## src/rtl/assert_macros.svh

```systemverilog
// assertion macros shared by the fade engine rtl
// expects clk and rst_n in the including scope
`ifndef ASSERT_MACROS_SVH
`define ASSERT_MACROS_SVH

// property must hold at every edge outside reset
`define VFE_HOLDS(label, prop, msg) \
  label: assert property (@(posedge clk) disable iff (!rst_n) prop) else $error(msg);

// condition must never be seen outside reset
`define VFE_NEVER(label, cond, msg) \
  label: assert property (@(posedge clk) disable iff (!rst_n) !(cond)) else $error(msg);

`endif

```

## src/rtl/vfe_pkg.sv

```systemverilog
// shared types and constants of the volume fade envelope unit
// no dependencies
package vfe_pkg;

  localparam int unsigned CNT_W = 5;

  localparam logic [15:0] ENV_UNITY  = 16'h8000;
  localparam logic [9:0]  GAIN_MAX   = 10'd512;
  localparam logic [9:0]  GAIN_UNITY = 10'd256;
  localparam logic [6:0]  BASE_RESET = 7'd100;
  localparam logic [7:0]  LEVEL_MAX  = 8'hff;

  // item kinds
  localparam logic [1:0] KIND_FADE  = 2'd0;
  localparam logic [1:0] KIND_TICK  = 2'd1;
  localparam logic [1:0] KIND_START = 2'd2;

  // fade kinds, also used as fade mode codes
  localparam logic [1:0] FADE_NONE       = 2'd0;
  localparam logic [1:0] FADE_IN         = 2'd1;
  localparam logic [1:0] FADE_OUT_STOP   = 2'd2;
  localparam logic [1:0] FADE_OUT_PAUSE  = 2'd3;

  // register indexes
  localparam logic [1:0] REG_BASE  = 2'd0;
  localparam logic [1:0] REG_PGAIN = 2'd1;
  localparam logic [1:0] REG_GGAIN = 2'd2;

  // shared unit operations
  localparam logic OP_MUL = 1'b0;
  localparam logic OP_DIV = 1'b1;

  typedef struct packed {
    logic             start;
    logic             op;
    logic [15:0]      a;      // multiplicand or divisor
    logic [15:0]      b;      // multiplier (left aligned) or dividend
    logic [CNT_W-1:0] nbits;  // number of steps
  } vfe_req_t;

  typedef struct packed {
    logic        busy;
    logic        done;
    logic [31:0] result;  // product, or quotient in the low half
  } vfe_rsp_t;

endpackage

```

## src/rtl/vfe_muldiv.sv

```systemverilog
// iterative shift-add multiplier and restoring divider on one adder
// depends on vfe_pkg and assert_macros.svh
`include "assert_macros.svh"

module vfe_muldiv (
  input  logic              clk,
  input  logic              rst_n,
  input  vfe_pkg::vfe_req_t req,
  output vfe_pkg::vfe_rsp_t rsp
);
  import vfe_pkg::*;

  logic             busy_r, busy_nxt;
  logic             done_r, done_nxt;
  logic             op_r, op_nxt;
  logic [15:0]      a_r, a_nxt;
  logic [15:0]      b_r, b_nxt;
  logic [CNT_W-1:0] cnt_r, cnt_nxt;
  logic [31:0]      acc_r, acc_nxt;
  logic [15:0]      rem_r, rem_nxt;

  logic [32:0] x_op, y_op, sum;
  logic        sub, neg;

  // the one adder: accumulate for multiply, trial subtract for divide
  always_comb begin
    sub = (op_r == OP_DIV);
    if (sub) begin
      x_op = {16'b0, rem_r, b_r[15]};
      y_op = {17'b0, a_r};
    end else begin
      x_op = {acc_r, 1'b0};
      y_op = b_r[15] ? {17'b0, a_r} : 33'b0;
    end
    sum = x_op + (sub ? ~y_op : y_op) + {32'b0, sub};
    neg = sum[32];
  end

  always_comb begin
    busy_nxt = busy_r;
    done_nxt = 1'b0;
    op_nxt   = op_r;
    a_nxt    = a_r;
    b_nxt    = b_r;
    cnt_nxt  = cnt_r;
    acc_nxt  = acc_r;
    rem_nxt  = rem_r;
    if (req.start) begin
      busy_nxt = 1'b1;
      op_nxt   = req.op;
      a_nxt    = req.a;
      b_nxt    = req.b;
      cnt_nxt  = req.nbits;
      acc_nxt  = '0;
      rem_nxt  = '0;
    end else if (busy_r) begin
      b_nxt   = {b_r[14:0], 1'b0};
      cnt_nxt = cnt_r - CNT_W'(1);
      if (sub) begin
        acc_nxt = {acc_r[30:0], ~neg};
        rem_nxt = neg ? x_op[15:0] : sum[15:0];
      end else begin
        acc_nxt = sum[31:0];
      end
      if (cnt_r == CNT_W'(1)) begin
        busy_nxt = 1'b0;
        done_nxt = 1'b1;
      end
    end
  end

  always_ff @(posedge clk) begin
    if (!rst_n) begin
      busy_r <= 1'b0;
      done_r <= 1'b0;
    end else begin
      busy_r <= busy_nxt;
      done_r <= done_nxt;
    end
  end

  always_ff @(posedge clk) begin
    op_r  <= op_nxt;
    a_r   <= a_nxt;
    b_r   <= b_nxt;
    cnt_r <= cnt_nxt;
    acc_r <= acc_nxt;
    rem_r <= rem_nxt;
  end

  assign rsp.busy   = busy_r;
  assign rsp.done   = done_r;
  assign rsp.result = acc_r;

  `VFE_NEVER(a_done_while_busy, done_r && busy_r, "done flagged while still stepping")
  `VFE_HOLDS(a_busy_count, busy_r |-> (cnt_r != '0), "busy with no steps left")

endmodule

```

## src/rtl/volume_fade_envelope_unit.sv

```systemverilog
// top level of the volume fade envelope unit: registers, fade state, sequencer
// depends on vfe_pkg, vfe_muldiv and assert_macros.svh
//
//   port group | direction | carries
//   in_*       | slave     | fade command, tick or start of song
//   out_*      | master    | levels and flags, one per tick
//   cfg_*      | write     | base_volume, player_gain, group_gain
//
// a tick runs 7 + 16 + 10 add steps in the shared muldiv unit
// a fade-in command, or a fade-out command with a time, runs 16 divide steps; others skip the divider
// reset is synchronous and loads the power-on fade state, no clearing pass
// a result waits in the output register while the next item is taken; a second
// result holds the sequencer until the first transaction completes
`include "assert_macros.svh"

module volume_fade_envelope_unit (
  input  logic        clk,
  input  logic        rst_n,
  input  logic        in_tvalid,
  output logic        in_tready,
  input  logic [23:0] in_tdata,   // fade_kind[1:0], fade_ticks[17:2], zeros
  input  logic [1:0]  in_tuser,   // kind[1:0]
  output logic        out_tvalid,
  input  logic        out_tready,
  output logic [23:0] out_tdata,  // master_level[7:0], group_level[15:8],
                                  // is_paused[16], is_stopped[17], zeros
  input  logic        cfg_we,
  input  logic [1:0]  cfg_addr,
  input  logic [9:0]  cfg_wdata
);
  import vfe_pkg::*;

  localparam logic [2:0] S_IDLE = 3'd0;
  localparam logic [2:0] S_EXEC = 3'd1;
  localparam logic [2:0] S_DIV  = 3'd2;
  localparam logic [2:0] S_MUL1 = 3'd3;
  localparam logic [2:0] S_MUL2 = 3'd4;
  localparam logic [2:0] S_MUL3 = 3'd5;
  localparam logic [2:0] S_OUT  = 3'd6;

  logic [2:0]  state_r, state_nxt;
  logic [1:0]  kind_r, kind_nxt;
  logic [1:0]  fkind_r, fkind_nxt;
  logic [15:0] ticks_r, ticks_nxt;
  logic [6:0]  base_r, base_nxt;
  logic [9:0]  pgain_r, pgain_nxt;
  logic [9:0]  ggain_r, ggain_nxt;
  logic [1:0]  mode_r, mode_nxt;
  logic [15:0] env_r, env_nxt;
  logic [15:0] step_r, step_nxt;
  logic        paused_r, paused_nxt;
  logic        stopped_r, stopped_nxt;
  logic [7:0]  master_r, master_nxt;
  logic        out_valid_r, out_valid_nxt;
  logic [17:0] out_data_r, out_data_nxt;

  vfe_req_t req;
  vfe_rsp_t rsp;

  logic        need_div, cmd_apply;
  logic [15:0] env_sum;
  logic [7:0]  group_lvl;
  logic [9:0]  gain_sat;

  vfe_muldiv u_muldiv (
    .clk   (clk),
    .rst_n (rst_n),
    .req   (req),
    .rsp   (rsp)
  );

  assign in_tready  = (state_r == S_IDLE);
  assign out_tvalid = out_valid_r;
  assign out_tdata  = {6'b0, out_data_r};

  assign need_div  = (fkind_r == FADE_IN) || (fkind_r[1] && (ticks_r != 16'd0));
  assign cmd_apply = ((state_r == S_EXEC) && (kind_r == KIND_FADE) && !need_div) ||
                     ((state_r == S_DIV) && rsp.done);
  assign env_sum   = env_r + step_r;
  assign group_lvl = (rsp.result[25:23] != 3'd0) ? LEVEL_MAX : rsp.result[22:15];
  assign gain_sat  = (cfg_wdata > GAIN_MAX) ? GAIN_MAX : cfg_wdata;

  always_comb begin
    state_nxt     = state_r;
    kind_nxt      = kind_r;
    fkind_nxt     = fkind_r;
    ticks_nxt     = ticks_r;
    base_nxt      = base_r;
    pgain_nxt     = pgain_r;
    ggain_nxt     = ggain_r;
    mode_nxt      = mode_r;
    env_nxt       = env_r;
    step_nxt      = step_r;
    paused_nxt    = paused_r;
    stopped_nxt   = stopped_r;
    master_nxt    = master_r;
    out_data_nxt  = out_data_r;
    out_valid_nxt = out_valid_r && !out_tready;
    req           = '0;

    if (cfg_we) begin
      case (cfg_addr)
        REG_BASE:  base_nxt  = cfg_wdata[6:0];
        REG_PGAIN: pgain_nxt = gain_sat;
        REG_GGAIN: ggain_nxt = gain_sat;
        default: ;
      endcase
    end

    case (state_r)
      S_IDLE: begin
        if (in_tvalid) begin
          kind_nxt  = in_tuser;
          fkind_nxt = in_tdata[1:0];
          ticks_nxt = in_tdata[17:2];
          state_nxt = S_EXEC;
        end
      end
      S_EXEC: begin
        state_nxt = S_IDLE;
        case (kind_r)
          KIND_FADE: begin
            if (need_div) begin
              req.start = 1'b1;
              req.op    = OP_DIV;
              req.a     = (ticks_r == 16'd0) ? 16'd1 : ticks_r;
              req.b     = ENV_UNITY;
              req.nbits = CNT_W'(16);
              state_nxt = S_DIV;
            end
          end
          KIND_TICK: begin
            case (mode_r)
              FADE_IN: begin
                if (env_sum[15]) begin
                  mode_nxt = FADE_NONE;
                  env_nxt  = ENV_UNITY;
                  step_nxt = '0;
                end else begin
                  env_nxt = env_sum;
                end
              end
              FADE_OUT_STOP: begin
                if (env_r < step_r) begin
                  mode_nxt    = FADE_NONE;
                  env_nxt     = '0;
                  stopped_nxt = 1'b1;
                end else begin
                  env_nxt = env_r - step_r;
                end
              end
              FADE_OUT_PAUSE: begin
                if (env_r < step_r) begin
                  env_nxt    = '0;
                  paused_nxt = 1'b1;
                end else begin
                  env_nxt = env_r - step_r;
                end
              end
              default: ;
            endcase
            // base * player gain, base bits left aligned
            req.start = 1'b1;
            req.op    = OP_MUL;
            req.a     = {6'b0, pgain_r};
            req.b     = {base_r, 9'b0};
            req.nbits = CNT_W'(7);
            state_nxt = S_MUL1;
          end
          KIND_START: begin
            pgain_nxt   = GAIN_UNITY;
            ggain_nxt   = GAIN_UNITY;
            mode_nxt    = FADE_NONE;
            env_nxt     = ENV_UNITY;
            step_nxt    = '0;
            paused_nxt  = 1'b0;
            stopped_nxt = 1'b0;
          end
          default: ;
        endcase
      end
      S_DIV: begin
        if (rsp.done) state_nxt = S_IDLE;
      end
      S_MUL1: begin
        if (rsp.done) begin
          req.start = 1'b1;
          req.op    = OP_MUL;
          req.a     = rsp.result[15:0];
          req.b     = env_r;
          req.nbits = CNT_W'(16);
          state_nxt = S_MUL2;
        end
      end
      S_MUL2: begin
        if (rsp.done) begin
          master_nxt = rsp.result[31] ? LEVEL_MAX : rsp.result[30:23];
          // (vol >> 16) * group gain, gain bits left aligned
          req.start  = 1'b1;
          req.op     = OP_MUL;
          req.a      = rsp.result[31:16];
          req.b      = {ggain_r, 6'b0};
          req.nbits  = CNT_W'(10);
          state_nxt  = S_MUL3;
        end
      end
      S_MUL3: begin
        if (rsp.done) state_nxt = S_OUT;
      end
      S_OUT: begin
        if (!out_valid_r || out_tready) begin
          out_valid_nxt = 1'b1;
          out_data_nxt  = {stopped_r, paused_r, group_lvl, master_r};
          state_nxt     = S_IDLE;
        end
      end
      default: state_nxt = S_IDLE;
    endcase

    if (cmd_apply) begin
      case (fkind_r)
        FADE_NONE: begin
          env_nxt  = ENV_UNITY;
          step_nxt = '0;
          mode_nxt = FADE_NONE;
        end
        FADE_IN: begin
          if (mode_r == FADE_NONE) env_nxt = '0;
          step_nxt   = rsp.result[15:0];
          paused_nxt = 1'b0;
          mode_nxt   = FADE_IN;
        end
        default: begin
          if (mode_r == FADE_NONE) env_nxt = ENV_UNITY;
          if (ticks_r != 16'd0) begin
            step_nxt = rsp.result[15:0];
            mode_nxt = fkind_r;
          end else begin
            env_nxt  = '0;
            step_nxt = 16'd1;
            if (fkind_r == FADE_OUT_STOP) begin
              mode_nxt    = FADE_NONE;
              stopped_nxt = 1'b1;
            end else begin
              mode_nxt   = FADE_OUT_PAUSE;
              paused_nxt = 1'b1;
            end
          end
        end
      endcase
    end
  end

  always_ff @(posedge clk) begin
    if (!rst_n) begin
      state_r     <= S_IDLE;
      base_r      <= BASE_RESET;
      pgain_r     <= GAIN_UNITY;
      ggain_r     <= GAIN_UNITY;
      mode_r      <= FADE_NONE;
      env_r       <= ENV_UNITY;
      step_r      <= '0;
      paused_r    <= 1'b0;
      stopped_r   <= 1'b1;
      out_valid_r <= 1'b0;
    end else begin
      state_r     <= state_nxt;
      base_r      <= base_nxt;
      pgain_r     <= pgain_nxt;
      ggain_r     <= ggain_nxt;
      mode_r      <= mode_nxt;
      env_r       <= env_nxt;
      step_r      <= step_nxt;
      paused_r    <= paused_nxt;
      stopped_r   <= stopped_nxt;
      out_valid_r <= out_valid_nxt;
    end
  end

  always_ff @(posedge clk) begin
    kind_r     <= kind_nxt;
    fkind_r    <= fkind_nxt;
    ticks_r    <= ticks_nxt;
    master_r   <= master_nxt;
    out_data_r <= out_data_nxt;
  end

  `VFE_NEVER(a_env_range, env_r > ENV_UNITY, "envelope above unity")
  `VFE_NEVER(a_start_busy, req.start && rsp.busy, "shared unit started while busy")
  `VFE_HOLDS(a_ready_idle, in_tready |-> !rsp.busy, "input ready while unit is busy")

endmodule
```

## config.mk

```make
export PLATFORM = sky130hd
export DESIGN_NAME = volume_fade_envelope_unit
export DESIGN_NICKNAME = d
export VERILOG_FILES = /design/src/rtl/vfe_pkg.sv /design/src/rtl/vfe_muldiv.sv /design/src/rtl/volume_fade_envelope_unit.sv
export VERILOG_INCLUDE_DIRS = /design/src /design/src/rtl
export SDC_FILE = /design/constraint.sdc
export NUM_CORES = 1
export LEC_CHECK = 0
export BUFFER_PORTS_ARGS = -buffer_cell sky130_fd_sc_hd__buf_4
export CAP_MARGIN = 40
export CORE_ASPECT_RATIO = 0.5
export CORE_MARGIN = 2
export CORE_UTILIZATION = 25
export CTS_BUF_LIST = sky130_fd_sc_hd__clkbuf_4 sky130_fd_sc_hd__clkbuf_8 sky130_fd_sc_hd__clkbuf_16
export DETAILED_ROUTE_END_ITERATION = 8
export PLACE_DENSITY = 0.46
export SETUP_SLACK_MARGIN = 0.5
export SYNTH_ARGS = -nofsm -noshare
export SYNTH_HDL_FRONTEND = slang
export SYNTH_SLANG_ARGS = --single-unit
```

## constraint.sdc

```tcl
create_clock -name clk -period 4.5 [get_ports clk]
set_input_delay 1.125 -clock clk [delete_from_list [all_inputs] [get_ports clk]]
set_output_delay 1.125 -clock clk [all_outputs]
set_load 0.005 [all_outputs]
```

-- Word level (Yosys, flattened, before mapping)
Index checks and enable logic that the tools add are counted.
- bits in registers: 201
- latch bits: 0
- bits in writable memories: 0
- memory bits (read-only): 0
- input port bits: 43
- output and inout port bits: 26
- memories kept: 0
- add/sub/neg operators: 5
- multipliers: 0
- div/mod/pow operators: 0
- magnitude comparators: 2
- eq/ne operators: 27
- shifts and indexed selects: 0
- muxes and demuxes: 82
- bitwise logic cells: 4
- reduce and logical (&&, ||, !) cells: 33
- operators by type and width (operator ; count):
    two-way mux 16 bit ; 17
    one-hot mux 16 bit (2 select lines) ; 5
    two-way mux 39 bit ; 3
    one-hot mux 39 bit (3 select lines) ; 1
    two-way mux 33 bit ; 3
    two-way mux 10 bit ; 9
    one-hot mux 39 bit (2 select lines) ; 1
    adder 33 x 1 -> 33 bit ; 1
    adder 33 bit ; 1
    inverter 33 bit ; 1
    two-way mux 32 bit ; 1
    one-hot mux 3 bit (7 select lines) ; 1
    two-way mux 1 bit ; 19
    two-way mux 3 bit ; 6
    adder 16 bit ; 1
    zero test 16 bit ; 1
    < comparator 16 bit ; 1
    one-hot mux 2 bit (2 select lines) ; 4
    nonzero test 16 bit ; 1
    subtractor 16 bit ; 1
    two-way mux 2 bit ; 7
    equality test 2 bit (second input constant) ; 5
    greater-than comparator 10 bit (second input constant) ; 1
    two-way mux 5 bit ; 2
    27 further kinds ; 60

-- Logic depth before layout (Yosys ltp)
Gate-level depths: netlist of run 1.
- depth in word-level cells: 9
- depth in mapped cells: 17
- depth with buffers taken out: 12

-- Cells and area by module
A second synthesis of run 1 with hierarchy kept.
- cell total of the unflattened synthesis: 1353
- area, all modules: 12104.1 um^2
- by module, submodules not included (module ; times used ; cells each ; area an instance (um^2) ; sequential area each (um^2)):
    volume_fade_envelope_unit ; 1 ; 752 ; 6656.4 ; 2722.6
    vfe_muldiv ; 1 ; 601 ; 5447.7 ; 2142.1

-- Worst setup path before layout of run 1
Ideal clock, no wire load.
- path kind: register to register
- from: register u_muldiv.op_r
- to: register u_muldiv.rem_r[6]
- data arrival time: 3.699 ns
- setup slack: 0.669 ns
- cell stages (with the launch flop): 18
- period minus slack after synthesis: 3.831 ns
- cells stage by stage: edfxtp_1 -> buf_2 -> clkbuf_1 -> clkbuf_1 -> nor2b_1 -> clkbuf_1 -> nand2_1 -> o21ai_0 -> ha_1 -> nand2_1 -> or4_4 -> nor4_2 -> nor2_2 -> o211a_4 -> nor2_8 -> buf_6 -> mux2i_1 -> a21oi_1
- longest elaborated chain between the ends: 6
- RTL lines (what ; RTL line ; text):
    start: declaration ; vfe_muldiv.sv:15 ; logic op_r, op_nxt;
    start signal: assignment ; vfe_muldiv.sv:83 ; op_r <= op_nxt;
    two-way mux 33 bit ; vfe_muldiv.sv:28 ; if (sub) begin
    inverter 33 bit ; vfe_muldiv.sv:35 ; sum = x_op + (sub ? ~y_op : y_op) + {32'b0, sub};
    two-way mux 33 bit ; vfe_muldiv.sv:35 ;
    adder 33 bit ; vfe_muldiv.sv:35 ;
    adder 33 x 1 -> 33 bit ; vfe_muldiv.sv:35 ;
    two-way mux 16 bit ; vfe_muldiv.sv:61 ; rem_nxt = neg ? x_op[15:0] : sum[15:0];
    end signal: assignment ; vfe_muldiv.sv:88 ; rem_r <= rem_nxt;
    end: declaration ; vfe_muldiv.sv:20 ; logic [15:0] rem_r, rem_nxt;
Several ways; a longest one is shown, not always the timed one.
A chain may end at the register's enable or synchronous reset.

-- Final worst setup path of run 1
- from: register u_muldiv.op_r
- to: register u_muldiv.rem_r[2]
The elaborated chain is that of the path after synthesis.

==> run metrics, run 1 <==
outcome=completed; most common cell after layout, fill and taps aside=dfxtp_1; antenna-violating nets left=0; Mean Syn Cell Area=9.32 sq um; total number of vias=9690; CTS Hold Buffers Added=0; RSZ-0062 raised after global routing=false; warnings from Yosys=0; Core Region=between 40000 and 50000 sq um; Fmax=around 260 MHz; Initial Util=25.4%; Global Route Usage Sum=approximately 14%; Setup Skew=~0.0099 ns; sequential cell area fraction in the yosys report=42.1%; Setup Crit Path Kind=flop to flop; Most used DFF post-synth=dfxtp_1; Crit path arrival time=between 4 and 5 ns; clock sink count=201; max-cap viol count=0; NetSw=roughly 0.0030 W; slowest stage delay, CP=0.51 ns; Worst slew margin=40.3%; worst skew pair latency=0.52 ns; post-route cell area=~13000 sq um; Longest Clk Path Bufs=3; Final setup violation count=0; Slowest cell on crit path=edfxtp_1; root buf cell=clkbuf_16; gpl congestion=0.892; vias in the first global route=between 9000 and 10000; Filler Cell Count=4778; synth unique cells=86; CTS Buf Count=22; most frequent cells in the layout=116 x dfxtp_1, 113 x nand2_1, 92 x a21oi_1; Startpoint Class=flop; Clock Power Share=23.1%; critical path fanouts, max=14; antenna violations before repair=0; worst slew pin tran=about 0.90 ns; DRT Wirelength=34900 microns; DR WL/cell=roughly 18 microns; htree depth=1; Comb pwr share=38.3%; Synth Register Bits=201; setup TNS=0 ns; maximum vdd ir drop=0.000227 V; die area=48100 sq um; drt drc=0; fin crit share=84.1%; Iteration-0 DRC Markers=roughly 840; cell-internal power=0.00458 W; CTS tree=done; LEAKAGE=between 4 and 5 nW; hpwl dp=25200 microns; n_diodes=0; Die Y=156 microns; Cell Pwr Density=567 nW/um^2; Worst EP required=between 4 and 5 ns; largest net degree at the start of global routing=41; Slew Viols, Final=0; Clock Pin Slew Worst Setup and Hold Paths=0.07 ns; critical path, cell by cell=buf_4 > mux2_2 > ha_1 > a2111o_1 > a21oi_4 > nor4_2 > nor4_1 > o21bai_4 > nor2_8 > buf_12 > nor4b_1 > a311o_1; share of post-route cells with drive strength above 1=13.7%; Gate Count Post-Synth=around 1200; Pre-antenna DRT Iters=6; nets=1377; sw frac=39.7%; final hold violation count=0; Layout area overhead=16.0%; synthesized cell area=11600 sq um; drt via density=just over 5; die width=308 microns; DP Area=between 10000 and 15000 sq um; Tmin final=3.79 ns; ys async rst share=0%; number of port buffers=56; Hold WC Path Type=flop to flop; endpoint class of the critical path=flop; Site Rows=55; number of synthesized flops with an enable pin=84; Seq pwr share=around two fifths; gr ovfl total=0; first-pass GRT wire length=between 50000 and 60000 microns; I/O pin count=69
-- sequential cells by signal, indices dropped and copies added, names as in the netlist, 2 cells and up --
register        count
u_muldiv.rem_r     16
ggain_r            10
out_data_r         18
pgain_r            10
u_muldiv.acc_r     32
u_muldiv.b_r       16
mode_r              2
kind_r              2
env_r              16
step_r             16
fkind_r             2
ticks_r            16
u_muldiv.a_r       16
u_muldiv.cnt_r      5
master_r            8
state_r             3
base_r              7
-- cell families after synthesis --
kind of cell / after synthesis / synth area share (%)
other: 1 / 0.0324
xor gates and xnor gates: 40 / 3.03
buffers and inverters: 136 / 4.89
muxes: 46 / 4.23
adders and majority gates: 56 / 6.26
and+or+nand+nor: 381 / 16.8
AOI/OAI and AO/OA: 379 / 22.6
DFF: 201 / 42.1
-- layer usage --
| layer | global-route usage, % | routed length (microns) | part of all wire, % | vias up |
|---|---|---|---|---|
| met2 | 22.8 | 15500 | 44 | 225 |
| met4 | 3.34 | 663 | 1.9 | 0 |
| met1 | 20.7 | 17300 | 50 | 4753 |
| met5 | 0 | 0 | 0 | - |
| li1 | - | - | - | 4670 |
| met3 | 1.96 | 1430 | 4.1 | 42 |
-- path summary, 6_finish.rpt --
| kind | from | endpoint | slack [ns] | cells past startpoint |
|---|---|---|---|---|
| worst max-delay path | u_muldiv.op_r$_DFFE_PP_ | u_muldiv.rem_r[2]$_SDFFE_PP0P_ | 0.71 | 12 |
| worst min-delay path | master_r[0]$_SDFFCE_PP1P_ | out_data_r[0]$_DFFE_PP_ | 0.42 | 0 |
| worst max register to register | u_muldiv.op_r$_DFFE_PP_ | u_muldiv.rem_r[2]$_SDFFE_PP0P_ | 0.71 | 12 |
| worst min register to register | master_r[0]$_SDFFCE_PP1P_ | out_data_r[0]$_DFFE_PP_ | 0.42 | 0 |
-- area by class of cell --
type / instances / area (sq um) / area share, %
inverter: 56 / 210 / 1.57
tap: 598 / 748 / 5.58
clock buffer: 26 / 598 / 4.46
clock inverter: 14 / 82.6 / 0.616
timing repair buffer: 89 / 728 / 5.43
multi-input combinational: 908 / 6170 / 46.0
sequential: 201 / 4870 / 36.3
-- cells in the mapped netlist, types with 13 or more instances --
cell      instances  area (sq um)
a21oi_1          92           460
edfxtp_1         84          2520
o21ai_0          82           410
nand2b_1         21           131
nor3_1           20           100
ha_1             53           663
nand3_1          22           110
clkbuf_1         55           206
dfxtp_1         117          2340
nand2_1         113           424
nor2_1           76           285
nor2b_1          41           257
inv_1            54           203
a32oi_1          17           149
a31oi_1          13          81.3
a211oi_1         17           128
mux2i_1          28           280
a22oi_1          23           173
mux2_2           16           180
xnor2_1          28           245
a222oi_1         16           160
-- power groups by stage --
stage	clock network, W	logic (W)	registers [W]
floorplan	0	0.00223	0.00265
global placement	0	0.00275	0.00297
detailed placement	0	0.00280	0.00297
CTS	0.00181	0.00283	0.00293
global route	0.00190	0.00323	0.00299
finish	0.00176	0.00291	0.00293
-- worst max-delay path: cells and delay by family (launching register included) --
kind                       cells  cell delay, ns
AOI/OAI and AO/OA              4            1.31
adders and majority gates      1            0.36
buffers and inverters          2            0.42
DFF                            1            0.51
muxes                          1            0.37
and+or+nand+nor                4            0.68
-- what timing repair did --
action / 4_1_cts / 5_1_grt
gates resized for setup: 0 / 1
pin swaps: 0 / 1
setup endpoints to repair: 1 / 8
setup buffers: 2 / 3
-- through the flow --
| step | total power, W | utilization (%) | setup WS (ns) | std cells | hold slack [ns] |
|---|---|---|---|---|---|
| after floorplan | 0.00488 | - | 0.669 | 1245 | 0.400 |
| after global placement | 0.00572 | 27.7 | 0.571 | 1843 | 0.401 |
| after detailed placement | 0.00576 | 27.8 | 0.510 | 1847 | 0.407 |
| after CTS | 0.00757 | 29.4 | 0.641 | 1889 | 0.423 |
| after global routing | 0.00812 | 29.5 | 0.534 | 1892 | 0.427 |
| final | 0.00760 | 29.5 | 0.714 | 1892 | 0.421 |
Note: power is estimated with default switching activity, not from simulation.
==> run 2: changes to the inputs <==
--- a/config.mk
+++ b/config.mk
@@ -6,6 +6,7 @@
 export SDC_FILE = /design/constraint.sdc
 export NUM_CORES = 1
 export LEC_CHECK = 0
+export ABC_AREA = 1
 export BUFFER_PORTS_ARGS = -buffer_cell sky130_fd_sc_hd__buf_4
 export CAP_MARGIN = 40
 export CORE_ASPECT_RATIO = 0.5
@@ -13,7 +14,7 @@
 export CORE_UTILIZATION = 25
 export CTS_BUF_LIST = sky130_fd_sc_hd__clkbuf_4 sky130_fd_sc_hd__clkbuf_8 sky130_fd_sc_hd__clkbuf_16
 export DETAILED_ROUTE_END_ITERATION = 8
-export PLACE_DENSITY = 0.46
+export PLACE_DENSITY = 0.45
 export SETUP_SLACK_MARGIN = 0.5
 export SYNTH_ARGS = -nofsm -noshare
 export SYNTH_HDL_FRONTEND = slang
==> constraint.sdc (replaced) <==
create_clock -name clk -period 3.67 [get_ports clk]
set_input_delay 0.9175 -clock clk [delete_from_list [all_inputs] [get_ports clk]]
set_output_delay 0.9175 -clock clk [all_outputs]
set_load 0.005 [all_outputs]
==> run 2 against run 1 <==
Sequential power rose by 11%. Maximum frequency rose by 25%. Die area rose by 9.2%. Combinational power rose by 28%. Cell count rose by 30%. Sequential share of layout area fell by 3.2 points. Register-to-register slack got worse by 0.07 ns. Worst setup slack got worse by 0.067 ns. Area after synthesis rose by 9.4%. Global-route usage rose by 0.75 points. Largest cell class unchanged. Largest power group is now combinational logic. Highest routed layer unchanged.
==> run metrics, run 2 <==
outcome=completed; Iteration-0 DRC Markers=904 (+7.1%); Fmax=331 MHz (+25%); largest net degree at the start of global routing=78 (+90%); Setup Skew=0.0124 ns (+0.00247 ns); Hold WS=0.419 ns (-0.00210 ns); endpoint class of the critical path=flop; critical path fanouts, max=39 (+25); Tot Pwr=0.00941 W (+24%); clock sink count=201 (unchanged); Site Rows=58 (+5.5%); drt drc=0 (unchanged); Longest Clk Path Bufs=3 (unchanged); htree depth=1 (unchanged); top post-synthesis cells by area=edfxtp_1 20%, dfxtp_1 19%, nand2_1 13%; Cell Pwr Density=641 nW/um^2 (+13%); hpwl dp=29800 microns (+18%); Hold WC Path Type=flop to flop; Die Y=163 microns (+4.5%); hold path cells=0 (unchanged); nets=1877 (+36%); maximum vdd ir drop=0.000349 V (+53%); max-cap viol count=0 (unchanged); RSZ-0062 raised after global routing=false; max reg flops=32 (unchanged); synth unique cells=52 (-40%); gr ovfl total=0 (unchanged); die width=322 microns (+4.5%); Synth Register Bits=201 (unchanged); LEAKAGE=6.33 nW (+29%); Synth area leader=edfxtp_1; antenna violations before repair=0 (unchanged); CTS tree=done; Worst slew margin=45.3% (+5.0 points); share of post-route cells with drive strength above 1=13.0% (-0.64 points); fin crit share=82.4% (-1.8 points); DRT Wirelength=40600 microns (+16%); Global Route Usage Sum=15.2% (+0.75 points); die area=52500 sq um (+9.2%); FF-to-FF path depth=18 (+6); Slew Viols, Final=0 (unchanged); Crit path arrival time=3.42 ns (-0.78 ns); number of port buffers=56 (unchanged); first-pass GRT wire length=62400 microns (+14%); DR WL/cell=16.5 microns (-11%); Layout area overhead=16.1%; ys async rst share=0% (unchanged); warnings from Yosys=0 (unchanged); Filler Cell Count=5466 (+14%); n_diodes=0 (unchanged); R2R Setup Slk=0.65 ns (-0.07 ns); Gate Count Post-Synth=1737 (+40%); Mean Syn Cell Area=7.28 sq um (-22%); total number of vias=11400 (+17%); most common cell after layout, fill and taps aside=nand2_1; gpl congestion=0.879 (-1.4%); Setup Crit Path Kind=flop to flop; CTS Buf Count=23 (+4.5%); worst skew pair latency=0.53 ns (about the same); most frequent cells in the layout=444 x nand2_1, 211 x inv_1, 140 x nand3_1, 140 x a21oi_1, 117 x dfxtp_1; Pre-antenna DRT Iters=7 (+1); Tmin final=3.02 ns (-0.763 ns); Initial Util=25.2% (-0.21 points); Most used DFF post-synth=dfxtp_1; sequential cell area fraction in the yosys report=38.5% (-3.6 points); Final setup violation count=0 (unchanged); Post-synth top cells=447 x nand2_1, 213 x inv_1, 143 x a21oi_1; Synth top area share=20.0% (-1.9 points); antenna-violating nets left=0 (unchanged); final hold violation count=0 (unchanged); I/O pin count=69 (unchanged); most flop-heavy register=u_muldiv.acc_r; Core Region=50100 sq um (+10%); most frequent cell after synthesis=nand2_1; Worst EP required=4.07 ns (-0.84 ns); number of synthesized flops with an enable pin=84 (unchanged); biggest regs=u_muldiv.acc_r (32), out_data_r (18); Startpoint Class=flop; setup TNS=0 ns (unchanged); synthesized cell area=12600 sq um (+9.4%); root buf cell=clkbuf_16; drt via density=4.63 (-9.5%); vias in the first global route=10800 (+16%); Clock Pin Slew Worst Setup and Hold Paths=0.06 ns (about the same); worst slew pin tran=0.814 ns (-0.0815 ns)
## run 2: critical path, cell delays in order, from the launching register on
cell and delay, ns:
edfxtp_1 0.38, inv_2 0.09, buf_12 0.17, o21ai_0 0.49
ha_4 0.30, nand2_1 0.08, inv_1 0.09, a21oi_2 0.15
nand2_2 0.11, nand2_1 0.09, nand2_2 0.10, nand2_4 0.11
nand2_2 0.08, nand2_2 0.12, nand2_4 0.11, buf_4 0.16
buf_4 0.12, nand3_2 0.04, a31oi_1 0.07
## run 2: cell families after synthesis
family / count (synthesis) / share of synthesized area [%]
and+or+nand+nor: 811 / 28.3
adders and majority gates: 56 / 5.72
xor gates and xnor gates: 25 / 1.73
AOI/OAI and AO/OA: 341 / 15.3
buffers and inverters: 302 / 10.4
DFF: 201 / 38.5
other: 1 / 0.0297
## run 2: area by class of cell
type | count | area [sq um] | area share, %
tap | 660 | 826 | 5.63
sequential | 201 | 4860 | 33.2
clock buffer | 32 | 643 | 4.38
inverter | 226 | 850 | 5.79
clock inverter | 10 | 140 | 0.955
multi-input combinational | 1241 | 6660 | 45.4
timing repair buffer | 85 | 688 | 4.69
## run 2: worst paths after layout
path,start,endpoint
max,u_muldiv.op_r$_DFFE_PP_,u_muldiv.rem_r[0]$_SDFFE_PP0P_
min,master_r[1]$_SDFFCE_PP1P_,out_data_r[1]$_DFFE_PP_
max reg2reg,u_muldiv.op_r$_DFFE_PP_,u_muldiv.rem_r[0]$_SDFFE_PP0P_
min reg2reg,master_r[1]$_SDFFCE_PP1P_,out_data_r[1]$_DFFE_PP_
## run 2: report_power, final
group,total [W],switching [W],internal [W]
Clock,0.00244,0.000992,0.00145
Combinational,0.00373,0.00252,0.00121
Sequential,0.00324,0.000370,0.00287
## run 2: routing by layer
metal	GRT usage (%)	share of wire [%]	vias up
met3	1.69	3.8	41
met5	0	0	-
met2	24.5	45	201
met4	3.63	2.0	0
li1	-	-	5830
met1	21.5	49	5304
## run 2: metrics by stage
stage               worst slack [ns]  instances  cell area, sq um  utilization [%]
finish                         0.647       2455             14700             29.3
global route                   0.508       2455             14700             29.3
CTS                            0.502       2445             14400             28.8
detailed placement             0.503       2403             13600             27.2
global placement               0.530       2401             13600             27.2
floorplan                      0.775       1742             12700                -
## run 2: repair_timing
action | CTS | global route
setup buffers | 0 | 7
cloned | 0 | 3
endpoints found under the setup margin | 2 | 29
hold buffers | 0 | 0
gates resized for setup | 1 | 37
pin swaps | 0 | 4
==> run 3: changes to the inputs <==
--- a/config.mk
+++ b/config.mk
@@ -14,7 +14,7 @@
 export CORE_UTILIZATION = 25
 export CTS_BUF_LIST = sky130_fd_sc_hd__clkbuf_4 sky130_fd_sc_hd__clkbuf_8 sky130_fd_sc_hd__clkbuf_16
 export DETAILED_ROUTE_END_ITERATION = 8
-export PLACE_DENSITY = 0.45
+export PLACE_DENSITY = 0.47
 export SETUP_SLACK_MARGIN = 0.5
 export SYNTH_ARGS = -nofsm -noshare
 export SYNTH_HDL_FRONTEND = slang
==> constraint.sdc (replaced) <==
create_clock -name clk -period 2.44 [get_ports clk]
set_input_delay 0.61 -clock clk [delete_from_list [all_inputs] [get_ports clk]]
set_output_delay 0.61 -clock clk [all_outputs]
set_load 0.005 [all_outputs]
==> run 3 against run 2 <==
The flow now finishes with violations (setup timing). Largest power group unchanged. Critical path depth down 1. Die area unchanged. Clock power up 50%. Power up 91%. Combinational power rose to 2.5 times the previous value. Highest routed layer unchanged. Register-to-register slack worse by 1.0 ns. Sequential cell count unchanged. Wire length up 14%. Critical endpoint is now u_muldiv.acc_r[13]$_SDFFE_PP0P_.
==> run metrics, run 3 (synthesis results as in run 2) <==
outcome=complete, but fails checks; failing checks=setup timing; most flop-heavy register=u_muldiv.acc_r; worst setup margin=-0.348 ns (-0.995 ns); critical path, cell by cell=clkinv_4 > buf_12 > buf_4 > or2_4 > o21ai_4 > inv_2 > ha_4 > buf_4 > a21oi_2 > o21ai_2 > a21oi_2 > nand2_4 > buf_12 > xnor2_4 > nand2_1 > nand3_1 > o21ai_0; critical path fanouts, max=8 (-79%); slowest stage delay, CP=0.42 ns (-0.07 ns); first-pass GRT wire length=67600 microns (+8.4%); hpwl dp=32900 microns (+10%); Filler Cell Count=5032 (-7.9%); RSZ-0062 raised after global routing=true; I/O pin count=69 (unchanged); drt via density=4.70 (+1.5%); biggest regs=u_muldiv.acc_r (32), out_data_r (18); max-cap viol count=0 (unchanged); Worst EP required=2.86 ns (-1.21 ns); total number of vias=12800 (+12%); Clock Pin Slew Worst Setup and Hold Paths=0.06 ns (about the same); clock sink count=201 (unchanged); fin crit share=114% (+32 points); Site Rows=58 (unchanged); CTS Hold Buffers Added=0 (unchanged); post-layout util=38.4% (+9.1 points); endpoint class of the critical path=flop; DR WL/cell=17.0 microns (+3.0%); hold path cells=1 (+1); vias in the first global route=11800 (+9.4%); CTS tree=done; worst skew pair latency=0.54 ns (about the same); Fmax=359 MHz (+8.4%); gpl congestion=0.881 (+0.22%); Startpoint Class=flop; Crit path arrival time=3.21 ns (-0.21 ns); Final setup violation count=46 (+46); die area=52500 sq um (unchanged); antenna-violating nets left=0 (unchanged); DRT Wirelength=46200 microns (+14%); nets=2134 (+14%); R2R Setup Slk=-0.35 ns (-1.00 ns); most common cell after layout, fill and taps aside=nand2_1; share of post-route cells with drive strength above 1=42.5% (+29 points); reg-to-reg startpoint=u_muldiv.op_r$_DFFE_PP_; worst r2r dst=u_muldiv.acc_r[13]$_SDFFE_PP0P_; most frequent cells in the layout=330 x nand2_1, 279 x buf_4, 174 x inv_1; antenna violations before repair=0 (unchanged); Layout area overhead=52.1%; final hold violation count=0 (unchanged); root buf cell=clkbuf_16; HP Start=in_tdata[15]; Core Region=50100 sq um (unchanged); largest net degree at the start of global routing=28 (-64%); Hold WC Path Type=primary input to flop; Setup Crit Path Kind=flop to flop; Global Route Usage Sum=16.4% (+1.3 points); Cell Pwr Density=935 nW/um^2 (+46%); Slowest cell on crit path=edfxtp_1; Hold Path End=ticks_r[13]$_DFFE_PP_; Setup Skew=0.0176 ns (+0.00522 ns); die width=322 microns (unchanged); Die Y=163 microns (unchanged); Worst slew margin=43.1% (-2.3 points); Tmin final=2.79 ns (-0.235 ns); worst slew pin tran=0.848 ns (+0.0335 ns); Slew Viols, Final=0 (unchanged); Tot Pwr=0.0180 W (+91%); number of port buffers=56 (unchanged); CTS Buf Count=24 (+4.3%); gr ovfl total=0 (unchanged); Hold WS=0.250 ns (-0.168 ns); n_diodes=0 (unchanged); Initial Util=25.2% (unchanged); drt drc=0 (unchanged); maximum vdd ir drop=0.000578 V (+66%); max reg flops=32 (unchanged); Pre-antenna DRT Iters=6 (-1); LEAKAGE=8.18 nW (+29%); Iteration-0 DRC Markers=846 (-6.4%); Longest Clk Path Bufs=3 (unchanged); FF-to-FF path depth=17 (-1); htree depth=1 (unchanged)
==> run 3: changes by cell type in the layout (fill, tap and decap cells not counted), moves of 43 or more <==
cell	delta
a21oi_1	-46
nand3_1	-47
nand2_4	+43
nand2_2	+60
buf_4	+198
nand2_1	-114
o21ai_0	-55
==> run 3: timing repair <==
item / CTS / global route
setup endpoints to repair: 153 / 170
resized for setup: 190 / 379
cloned: 1 / 8
buffers inserted: 21 / 47
pin swaps: 59 / 182
==> run 3: per-stage QoR <==
| stage | TNS (ns) | worst slack (ns) | cells | area, sq um |
|---|---|---|---|---|
| after floorplan | -3.02 | -0.187 | 1742 | 13100 |
| after global placement | -13.33 | -0.431 | 2592 | 15500 |
| after detailed placement | -13.90 | -0.459 | 2592 | 15500 |
| after CTS | -8.93 | -0.285 | 2658 | 17200 |
| after global routing | -16.23 | -0.465 | 2713 | 19200 |
| final | -10.59 | -0.348 | 2713 | 19200 |
==> run 3: report_power, final <==
group | switching [W] | leakage, nW | internal [W] | total (W)
combinational | 0.00542 | 6.03 | 0.00400 | 0.00942
sequential | 0.000565 | 1.75 | 0.00432 | 0.00489
clock | 0.00156 | 0.400 | 0.00210 | 0.00366
total | 0.00755 | 8.18 | 0.0104 | 0.0180
==> run 3: final cells by class <==
type	instances	area (sq um)	share of cell area, %
clock inverters	13	118	0.612
inverters	226	875	4.55
multi-input cells	1241	8850	46.1
flip-flops and latches	201	4900	25.5
well taps	660	826	4.30
clock buffers	31	677	3.52
repair inverters	2	10.0	0.0521
repair buffers	339	2960	15.4
==> run 3: worst max-delay path: cells and delay by family, from the launching register on <==
family / cells / cell delay [ns]
AOI/OAI and AO/OA: 5 / 0.60
xor gates and xnor gates: 1 / 0.20
adders and majority gates: 1 / 0.22
buffers and inverters: 6 / 0.74
DFF: 1 / 0.42
and+or+nand+nor: 4 / 0.49
==> run 3: metal layers <==
metal  track usage, %  wire length [microns]  up-vias
li1                 -                      -     6334
met1             23.7                  21800     6070
met2             26.1                  21000      289
met3             1.63                   2130       61
met4             4.35                   1170        0
met5                0                      0        -
==> run 3: worst max path at each step <==
stage | endpoint | slack (ns) | start
global route | u_muldiv.acc_r[13]$_SDFFE_PP0P_ | -0.46 | u_muldiv.op_r$_DFFE_PP_
global placement | u_muldiv.rem_r[0]$_SDFFE_PP0P_ | -0.43 | u_muldiv.op_r$_DFFE_PP_
floorplan | u_muldiv.rem_r[12]$_SDFFE_PP0P_ | -0.19 | u_muldiv.op_r$_DFFE_PP_
finish | u_muldiv.acc_r[13]$_SDFFE_PP0P_ | -0.35 | u_muldiv.op_r$_DFFE_PP_
detailed placement | u_muldiv.rem_r[0]$_SDFFE_PP0P_ | -0.46 | u_muldiv.op_r$_DFFE_PP_
CTS | u_muldiv.rem_r[7]$_SDFFE_PP0P_ | -0.29 | u_muldiv.op_r$_DFFE_PP_
